File: src/rtl/core/rdqc_pkg.sv
`default_nettype none
package rdqc_pkg;

  localparam int MAX_CLUSTERS = 64;
  localparam int ADDR_W = (MAX_CLUSTERS > 1) ? $clog2(MAX_CLUSTERS) : 1;
  localparam int CNT_W = $clog2(MAX_CLUSTERS + 1);

  // Working width for a field value while it is snapped and clamped.
  localparam int WORK_W = 27;
  localparam int STEP_W = 24;
  localparam int NUM_W = 26;
  localparam int DEN_W = STEP_W + 1;

  localparam int CFG_ADDR_W = 4;
  localparam int CFG_DATA_W = 48;
  localparam int TDATA_W = 96;

  localparam logic [CFG_ADDR_W-1:0] REG_AZ_LIMITS  = 4'd0;
  localparam logic [CFG_ADDR_W-1:0] REG_EL_LIMITS  = 4'd1;
  localparam logic [CFG_ADDR_W-1:0] REG_RNG_LIMITS = 4'd2;
  localparam logic [CFG_ADDR_W-1:0] REG_VEL_LIMIT  = 4'd3;
  localparam logic [CFG_ADDR_W-1:0] REG_ANG_RES    = 4'd4;
  localparam logic [CFG_ADDR_W-1:0] REG_RNG_RES    = 4'd5;
  localparam logic [CFG_ADDR_W-1:0] REG_VEL_RES    = 4'd6;
  localparam logic [CFG_ADDR_W-1:0] REG_MODE       = 4'd7;

  localparam logic [1:0] F_AZ  = 2'd0;
  localparam logic [1:0] F_EL  = 2'd1;
  localparam logic [1:0] F_RNG = 2'd2;
  localparam logic [1:0] F_VEL = 2'd3;

  localparam int MODE_CLUSTER = 4;

  typedef enum logic {DIV_SNAP, DIV_BIN} div_kind_e;
  typedef enum logic {SRC_WORK, SRC_MEM} out_src_e;

  typedef struct packed {
    logic [15:0] cs;
    logic [19:0] vel;
    logic [23:0] rng;
    logic [15:0] el;
    logic [15:0] az;
  } det_t;

  typedef struct packed {
    logic [23:0] rbin;
    logic [15:0] ebin;
    logic [15:0] abin;
  } key_t;

  typedef struct packed {
    key_t key;
    det_t det;
  } entry_t;

  typedef struct packed {
    logic              load;
    logic [1:0]        fsel;
    logic              div_start;
    div_kind_e         div_kind;
    logic              mul;
    logic              snap_apply;
    logic              clamp;
    logic              bin_store;
    logic              rd;
    logic              wr;
    logic [ADDR_W-1:0] addr;
    logic              inc;
    logic              set_ovf;
    logic              clear;
    logic              out_load;
    out_src_e          out_src;
    logic              out_last;
  } cmd_t;

  typedef struct packed {
    logic             div_done;
    logic [4:0]       mode;
    logic [3:0]       step_nz;
    logic             range_ok;
    logic             key_match;
    logic             closer;
    logic [CNT_W-1:0] count;
  } stat_t;

endpackage
`default_nettype wire

File: src/rtl/core/rdqc_ctrl.sv
`default_nettype none
module rdqc_ctrl import rdqc_pkg::*; (
  input  wire logic  clk_i,
  input  wire logic  rst_ni,
  input  wire logic  in_valid_i,
  input  wire logic  in_flush_i,
  output logic       in_ready_o,
  input  wire logic  out_ready_i,
  output logic       out_valid_o,
  input  wire stat_t stat_i,
  output cmd_t       cmd_o
);

  typedef enum logic [3:0] {
    ST_IDLE, ST_SNAP_CHK, ST_SNAP_DIV, ST_SNAP_MUL, ST_SNAP_ADD, ST_CLAMP, ST_CHECK,
    ST_OUT_PASS, ST_BIN_CHK, ST_BIN_DIV, ST_SRCH_RD, ST_SRCH_CMP, ST_INSERT,
    ST_FL_RD, ST_FL_OUT
  } state_e;

  state_e            state_q;
  logic [1:0]        fsel_q;
  logic [ADDR_W-1:0] idx_q;
  logic              out_valid_q;
  logic              out_free, last_idx, snap_go, bin_go, room;

  assign out_free = !out_valid_q || out_ready_i;
  assign last_idx = (CNT_W'(idx_q) + CNT_W'(1)) == stat_i.count;
  assign snap_go  = stat_i.mode[fsel_q] && stat_i.step_nz[fsel_q];
  assign bin_go   = stat_i.step_nz[fsel_q];
  assign room     = stat_i.count < CNT_W'(MAX_CLUSTERS);

  always_comb begin
    cmd_o      = '0;
    cmd_o.fsel = fsel_q;
    cmd_o.addr = idx_q;
    in_ready_o = 1'b0;
    case (state_q)
      ST_IDLE: begin
        in_ready_o = 1'b1;
        cmd_o.load = in_valid_i;
      end
      ST_SNAP_CHK: begin
        cmd_o.div_start = snap_go;
        cmd_o.div_kind  = DIV_SNAP;
      end
      ST_SNAP_MUL: cmd_o.mul = 1'b1;
      ST_SNAP_ADD: cmd_o.snap_apply = 1'b1;
      ST_CLAMP:    cmd_o.clamp = 1'b1;
      ST_OUT_PASS: begin
        cmd_o.out_load = out_free;
        cmd_o.out_src  = SRC_WORK;
        cmd_o.out_last = 1'b1;
      end
      ST_BIN_CHK: begin
        cmd_o.div_start = bin_go;
        cmd_o.div_kind  = DIV_BIN;
      end
      ST_BIN_DIV:  cmd_o.bin_store = stat_i.div_done;
      ST_SRCH_RD:  cmd_o.rd = 1'b1;
      ST_SRCH_CMP: cmd_o.wr = stat_i.key_match && stat_i.closer;
      ST_INSERT: begin
        cmd_o.addr    = stat_i.count[ADDR_W-1:0];
        cmd_o.wr      = room;
        cmd_o.inc     = room;
        cmd_o.set_ovf = !room;
      end
      ST_FL_RD: cmd_o.rd = 1'b1;
      ST_FL_OUT: begin
        cmd_o.out_load = out_free;
        cmd_o.out_src  = SRC_MEM;
        cmd_o.out_last = last_idx;
        cmd_o.clear    = out_free && last_idx;
      end
      default: ;
    endcase
  end

  always_ff @(posedge clk_i or negedge rst_ni) begin
    if (!rst_ni) begin
      state_q     <= ST_IDLE;
      fsel_q      <= F_AZ;
      idx_q       <= '0;
      out_valid_q <= 1'b0;
    end else begin
      if (cmd_o.out_load) out_valid_q <= 1'b1;
      else if (out_ready_i) out_valid_q <= 1'b0;

      case (state_q)
        ST_IDLE: begin
          if (in_valid_i) begin
            idx_q  <= '0;
            fsel_q <= F_AZ;
            if (!in_flush_i) state_q <= ST_SNAP_CHK;
            else if (stat_i.count != '0) state_q <= ST_FL_RD;
          end
        end
        ST_SNAP_CHK: begin
          if (snap_go) state_q <= ST_SNAP_DIV;
          else if (fsel_q == F_VEL) state_q <= ST_CLAMP;
          else fsel_q <= fsel_q + 2'd1;
        end
        ST_SNAP_DIV: if (stat_i.div_done) state_q <= ST_SNAP_MUL;
        ST_SNAP_MUL: state_q <= ST_SNAP_ADD;
        ST_SNAP_ADD: begin
          if (fsel_q == F_VEL) state_q <= ST_CLAMP;
          else begin
            fsel_q  <= fsel_q + 2'd1;
            state_q <= ST_SNAP_CHK;
          end
        end
        ST_CLAMP: state_q <= ST_CHECK;
        ST_CHECK: begin
          fsel_q <= F_AZ;
          if (!stat_i.range_ok) state_q <= ST_IDLE;
          else if (!stat_i.mode[MODE_CLUSTER]) state_q <= ST_OUT_PASS;
          else state_q <= ST_BIN_CHK;
        end
        ST_OUT_PASS: if (out_free) state_q <= ST_IDLE;
        ST_BIN_CHK, ST_BIN_DIV: begin
          if (state_q == ST_BIN_CHK && bin_go) state_q <= ST_BIN_DIV;
          else if (state_q == ST_BIN_CHK || stat_i.div_done) begin
            if (fsel_q == F_RNG) begin
              idx_q   <= '0;
              state_q <= (stat_i.count == '0) ? ST_INSERT : ST_SRCH_RD;
            end else begin
              fsel_q  <= fsel_q + 2'd1;
              state_q <= ST_BIN_CHK;
            end
          end
        end
        ST_SRCH_RD: state_q <= ST_SRCH_CMP;
        ST_SRCH_CMP: begin
          if (stat_i.key_match) state_q <= ST_IDLE;
          else if (last_idx) state_q <= ST_INSERT;
          else begin
            idx_q   <= idx_q + ADDR_W'(1);
            state_q <= ST_SRCH_RD;
          end
        end
        ST_INSERT: state_q <= ST_IDLE;
        ST_FL_RD:  state_q <= ST_FL_OUT;
        ST_FL_OUT: begin
          if (out_free) begin
            if (last_idx) state_q <= ST_IDLE;
            else begin
              idx_q   <= idx_q + ADDR_W'(1);
              state_q <= ST_FL_RD;
            end
          end
        end
        default: state_q <= ST_IDLE;
      endcase
    end
  end

  assign out_valid_o = out_valid_q;

endmodule
`default_nettype wire

File: config.mk
export PLATFORM = sky130hd
export DESIGN_NAME = rdqc_ctrl
export DESIGN_NICKNAME = d
export VERILOG_FILES = /design/src/rtl/core/rdqc_pkg.sv /design/src/rtl/core/rdqc_ctrl.sv
export SDC_FILE = /design/constraint.sdc
export NUM_CORES = 1
export LEC_CHECK = 0
export BUFFER_PORTS_ARGS = -buffer_cell sky130_fd_sc_hd__buf_2
export CAP_MARGIN = 0
export CORE_MARGIN = 2
export CORE_UTILIZATION = 52
export DETAILED_ROUTE_END_ITERATION = 12
export PLACE_DENSITY = 0.81
export SETUP_SLACK_MARGIN = 0.5
export SYNTH_ARGS = -nofsm -noshare
export SYNTH_HDL_FRONTEND = slang
export SYNTH_SLANG_ARGS = --single-unit
File: constraint.sdc
create_clock -name clk_i -period 2.7 [get_ports clk_i]
set_input_delay 0.135 -clock clk_i [delete_from_list [all_inputs] [get_ports clk_i]]
set_output_delay 0.135 -clock clk_i [all_outputs]
set_load 0.01 [all_outputs]
**Word-level counts from Yosys, hierarchy flattened**

Index checks and enable logic that the tools add are counted.

- Register bits: 13
- Input port bits: 25
- Output and inout bits: 25
- Logic and storage cells: 111

- Add/sub/neg operators: 3
- Magnitude comparators: 3
- Eq/ne operators: 30
- Muxes and demuxes: 52
- Reductions and logical operators: 19

Operator list:

| operator | number |
|---|---|
| $mux 4 | 14 |
| $pmux 4 s13 | 1 |
| $mux 6 | 7 |
| $eq 4x4->1 const B | 7 |
| $pmux 6 s4 | 1 |
| $ne 2x2->1 const B | 10 |
| $eq 4x3->1 const B | 4 |
| $reduce_and 7->1 | 2 |
| $mux 1 | 12 |
| $mux 2 | 6 |
| $mux 3 | 4 |
| $pmux 2 s5 | 1 |
| $ne 3x3->1 const B | 3 |
| $eq 4x2->1 const B | 2 |
| $mux 8 | 1 |
| $add 6x1->7 const B | 1 |
| $eq 7x7->1 | 1 |
| $logic_not 7->1 | 1 |
| $lt 7x7->1 const B | 1 |
| $reduce_bool 7->1 | 1 |
| $add 6x1->6 const B | 1 |
| $pmux 3 s2 | 1 |
| $reduce_and 6->1 | 1 |
| $reduce_bool 5->1 | 1 |
| 15 further kinds | 23 |

**Logic depth before layout (Yosys ltp)**

- Word-level depth: 6
- Mapped depth: 8

**Least setup slack after synthesis**

Ideal clock, no wire load.

- Kind: register to register
- Start: register fsel_q[0]
- End: register state_q[0]
- Library setup time: 0.121 ns
- Arrival: 1.966 ns
- Setup slack: 0.613 ns
- Stages on the path, launching flop included: 6
- Cell sequence: dfrtp_1 mux4_2 a2111oi_4 a32o_2 nor3_1 a22o_1

- Longest elaborated chain between the ends: 5
- Elaborated cells on any way between the ends: 16
- Classes of those cells: 4 x eq/ne; 9 x mux; 3 x reduce/logical

RTL lines:

| element | RTL line | text |
|---|---|---|
| start: declaration | rdqc_ctrl.sv:21 | `logic [1:0] fsel_q;` |
| start signal: assignment | rdqc_ctrl.sv:100 | `else fsel_q <= fsel_q + 2'd1;` |
| start signal: assignment | rdqc_ctrl.sv:107 | `fsel_q <= fsel_q + 2'd1;` |
| start signal: assignment | rdqc_ctrl.sv:126 | `fsel_q <= fsel_q + 2'd1;` |
| $eq 2x2->1 (tied with other cells) | rdqc_ctrl.sv:122 | `if (fsel_q == F_RNG) begin` |
| $mux 3 (tied with other cells) | rdqc_ctrl.sv:122 |  |
| $mux 4 (tied with other cells) | rdqc_ctrl.sv:121 | `else if (state_q == ST_BIN_CHK \|\| stat_i.div_done) begin` |
| $mux 4 (tied with other cells) | rdqc_ctrl.sv:120 | `if (state_q == ST_BIN_CHK && bin_go) state_q <= ST_BIN_DIV;` |
| $pmux 4 s13 or $reduce_and 7->1 (tied branches) | - |  |
| end signal: assignment | rdqc_ctrl.sv:124 | `state_q <= (stat_i.count == '0) ? ST_INSERT : ST_SRCH_RD;` |
| end: declaration | rdqc_ctrl.sv:20 | `state_e state_q;` |

Parallel ways exist; a longest one is shown, timed or not. The select of a mux whose other input is x is not followed.
A chain may end at the register's enable or synchronous reset.

**Worst setup path after layout**

- Start: register idx_q[0]
- End: register idx_q[4]

- Longest elaborated chain between the ends: 5
- Elaborated cells on any way between the ends: 7
- Classes of those cells: 2 x add/sub; 1 x eq/ne; 4 x mux

RTL lines:

| element | RTL line | text |
|---|---|---|
| start: declaration | rdqc_ctrl.sv:22 | `logic [ADDR_W-1:0] idx_q;` |
| start signal: assignment | rdqc_ctrl.sv:136 | `idx_q <= idx_q + ADDR_W'(1);` |
| start signal: assignment | rdqc_ctrl.sv:146 | `idx_q <= idx_q + ADDR_W'(1);` |
| $add 6x1->7 | rdqc_ctrl.sv:27 | `assign last_idx = (CNT_W'(idx_q) + CNT_W'(1)) == stat_i.count;` |
| $eq 7x7->1 | rdqc_ctrl.sv:27 |  |
| $mux 6 (*) | rdqc_ctrl.sv:134, rdqc_ctrl.sv:144 |  |
| $mux 6, on equally long branches | rdqc_ctrl.sv:143, rdqc_ctrl.sv:133 |  |
| $pmux 6 s4 (*) | rdqc_ctrl.sv:88 | `case (state_q)` |

Mark *: on every way between the ends. The rest lies on a longest branch, timed or not. The select of a mux whose other input is x is not followed.

==> metrics.csv <==
metric,value,unit
status,finished clean,
finalSetupViolCount,0,
gp_congestion,0.9277,
rsz0062_at_grt,yes,
grt_overflow,0,
nFillCells,244,
ys_types,52,
numCtsBuffers,3,
syn_inst,202,
drv_slew,0,
slowest_delay,0.47,ns
min_period_over_period,82.27,%
timing.fmax,450.2,MHz
cp_cell_sequence,ha_4 -> xor2_1 -> o211ai_1 -> a21oi_2 -> buf_4 -> a2111oi_4 -> buf_4 -> o21ai_0 -> o31ai_1,
die_h,59.35,µm
cts-root-buf,clkbuf_4,
setup_ws,0.4788,ns
fin_tns_setup,0,ns
grt_max_degree,20,
slowest_stage,dfrtp_2,
p_leak,0.9650,nW
synth_area_leaders,"dfrtp_1 20%, mux2_2 5.7%, a2111oi_4 5.2%",
cellPowerDensity,799.4,mW/mm²
ys_ff_latch,13,
syn_nets,230,
utilization,70.80,%
crit_buf_inv,2,
clock_latency,0.29,ns
end_kind,register,
drt_iter0_markers,172,
grt_use_total,26.02,%
dp_worst_setup_slack,0.4134,ns
cp.required,2.89,ns
fin_total_pwr,1.685,mW
htreeDepth,1,
slew_headroom,57.77,%
critPathKind,register to register,
drv_cap,0,
synthToLayoutAreaGrowth,32.36,%
grt_pass1_vias,1554,
worst_ep_arrival_time,2.41,ns
syn_area_per_cell,7.885,µm²
diodes,0,
hold_viol_final,0,
clkSlewWorstSetupHoldPaths,0.09,ns
cpMostUsedCell,buf_4,
grt_pass1_wl,7100,µm
die_x,59.35,µm
clock-sinks,13,
hold_class,primary input to register,
port_buffers,49,
ios,50,
cts_max_path_buffers,2,
crit_family,compound AO/OA/AOI/OAI gates,
layout_commonest_cell,buf_2,
yosys.area.top_type,dfrtp_1,
critPathMaxFanout,7,
rows,20,
place_hpwl,3258,µm
ys.flop_type,dfrtp_1,
die-area,0.003522,mm²
fin_nets,293,
vias_per_cell,6.209,
layout_common_cells,"49 x buf_2, 19 x nand2_1, 17 x buf_4",
drtAntennaViolNets,0,
first_pass_iters,5,
synth_top_cell_area_share,20.42,%
worstSetupStartpointType,register,
synth_warnings,0,
postSynth.asyncResetShare,100.0,%
drcViolationCount,0,
via_count,1844,
fin_skew,0.008934,ns
core-area,0.002978,mm²
cts_tree,yes,
initial_core_util,53.49,%
synth_edf_count,0,
drive_gt1_share,40.91,%
wl_per_cell,15.61,µm
period_needed,2.221,ns
ir_worst_vdd,0.0005288,V
drt_wl_total,4636,µm
synth_seq_area_share,20.42,%
syn_area,0.001593,mm²
timing.hold.ws,0.1947,ns
worst_slew_pin_slew,0.6276,ns
antenna_found_initial,0,
stage by stage:
step           cells  instance area [µm²]
2_1_floorplan    202                 1593
3_3_place_gp     281                 1893
3_5_place_dp     281                 1893
4_1_cts          290                 1994
5_1_grt          297                 2108
6_report         297                 2108
worst min-delay path: cells and delay by family:
family / cells / cell delay [ns]
buf+inv: 1 / 0.07
simple gates: 2 / 0.24
metal layers:
layer	up-vias	GRT usage, %	wire, µm
li1	871	-	-
met1	869	37.91	2059
met2	94	39.09	2197
met3	10	5.022	319
met4	0	7.143	60
met5	-	0	0
path summary, 6_finish.rpt:
check | from | endpoint | slack (ns) | depth (start not counted)
worst max-delay path | idx_q[0]$_DFFE_PN0P_ | idx_q[4]$_DFFE_PN0P_ | 0.48 | 9
worst min-delay path | out_ready_i | out_valid_o$_DFFE_PN0P_ | 0.19 | 3
worst max register to register | idx_q[0]$_DFFE_PN0P_ | idx_q[4]$_DFFE_PN0P_ | 0.48 | 9
worst min register to register | out_valid_o$_DFFE_PN0P_ | out_valid_o$_DFFE_PN0P_ | 0.57 | 2
max in group asynchronous | rst_ni | idx_q[2]$_DFFE_PN0P_ | 2.19 | 2
min in group asynchronous | rst_ni | state_q[2]$_DFFE_PN0P_ | 0.25 | 2
synthesized netlist by cell type, types with 6 or more instances:
master    count
nor2_1       16
mux2_2        8
nand2_1      19
dfrtp_1      13
o21ai_0      14
nor3_1       10
xnor2_1       6
nand3_1       9
a21oi_1      10
inv_1        10
nand2b_1     12
where the power goes:
| part | switching, mW | total (mW) | internal (mW) |
|---|---|---|---|
| Sequential | 0.104 | 0.347 | 0.242 |
| Combinational | 0.669 | 1.21 | 0.543 |
| Clock | 0.0693 | 0.127 | 0.0576 |
| Total | 0.843 | 1.69 | 0.843 |
logic make-up after synthesis:
kind of cell	Yosys count	synth area share [%]
AOI/OAI and AO/OA	56	27.73
buffers and inverters	21	5.263
muxes	11	9.348
xor gates and xnor gates	10	5.499
and+or+nand+nor	88	29.38
adders and majority gates	3	2.357
DFF	13	20.42
flip-flops by register name, indices dropped and copies added (netlist names):
register     count
fsel_q           2
idx_q            6
state_q          4
out_valid_o      1
layout make-up:
cell class	instances	area [µm²]	area share, %
Inverter	10	37.54	1.780
Clock buffer	4	26.28	1.246
Timing Repair Buffer	69	405.4	19.23
Sequential cell	13	331.6	15.73
Tap cell	33	41.29	1.958
Multi-Input combinational cell	168	1266	60.06
repair_timing:
action / 4_1_cts / 5_1_grt
hold buffers: 1 / 0
resized for setup: 10 / 18
pin swaps: 3 / 10
gates cloned: 0 / 0
endpoints found under the setup margin: 11 / 21
buffers inserted: 4 / 7
hold endpoints to repair: 13 / 0
No activity file was read; power rests on OpenSTA's default activity.
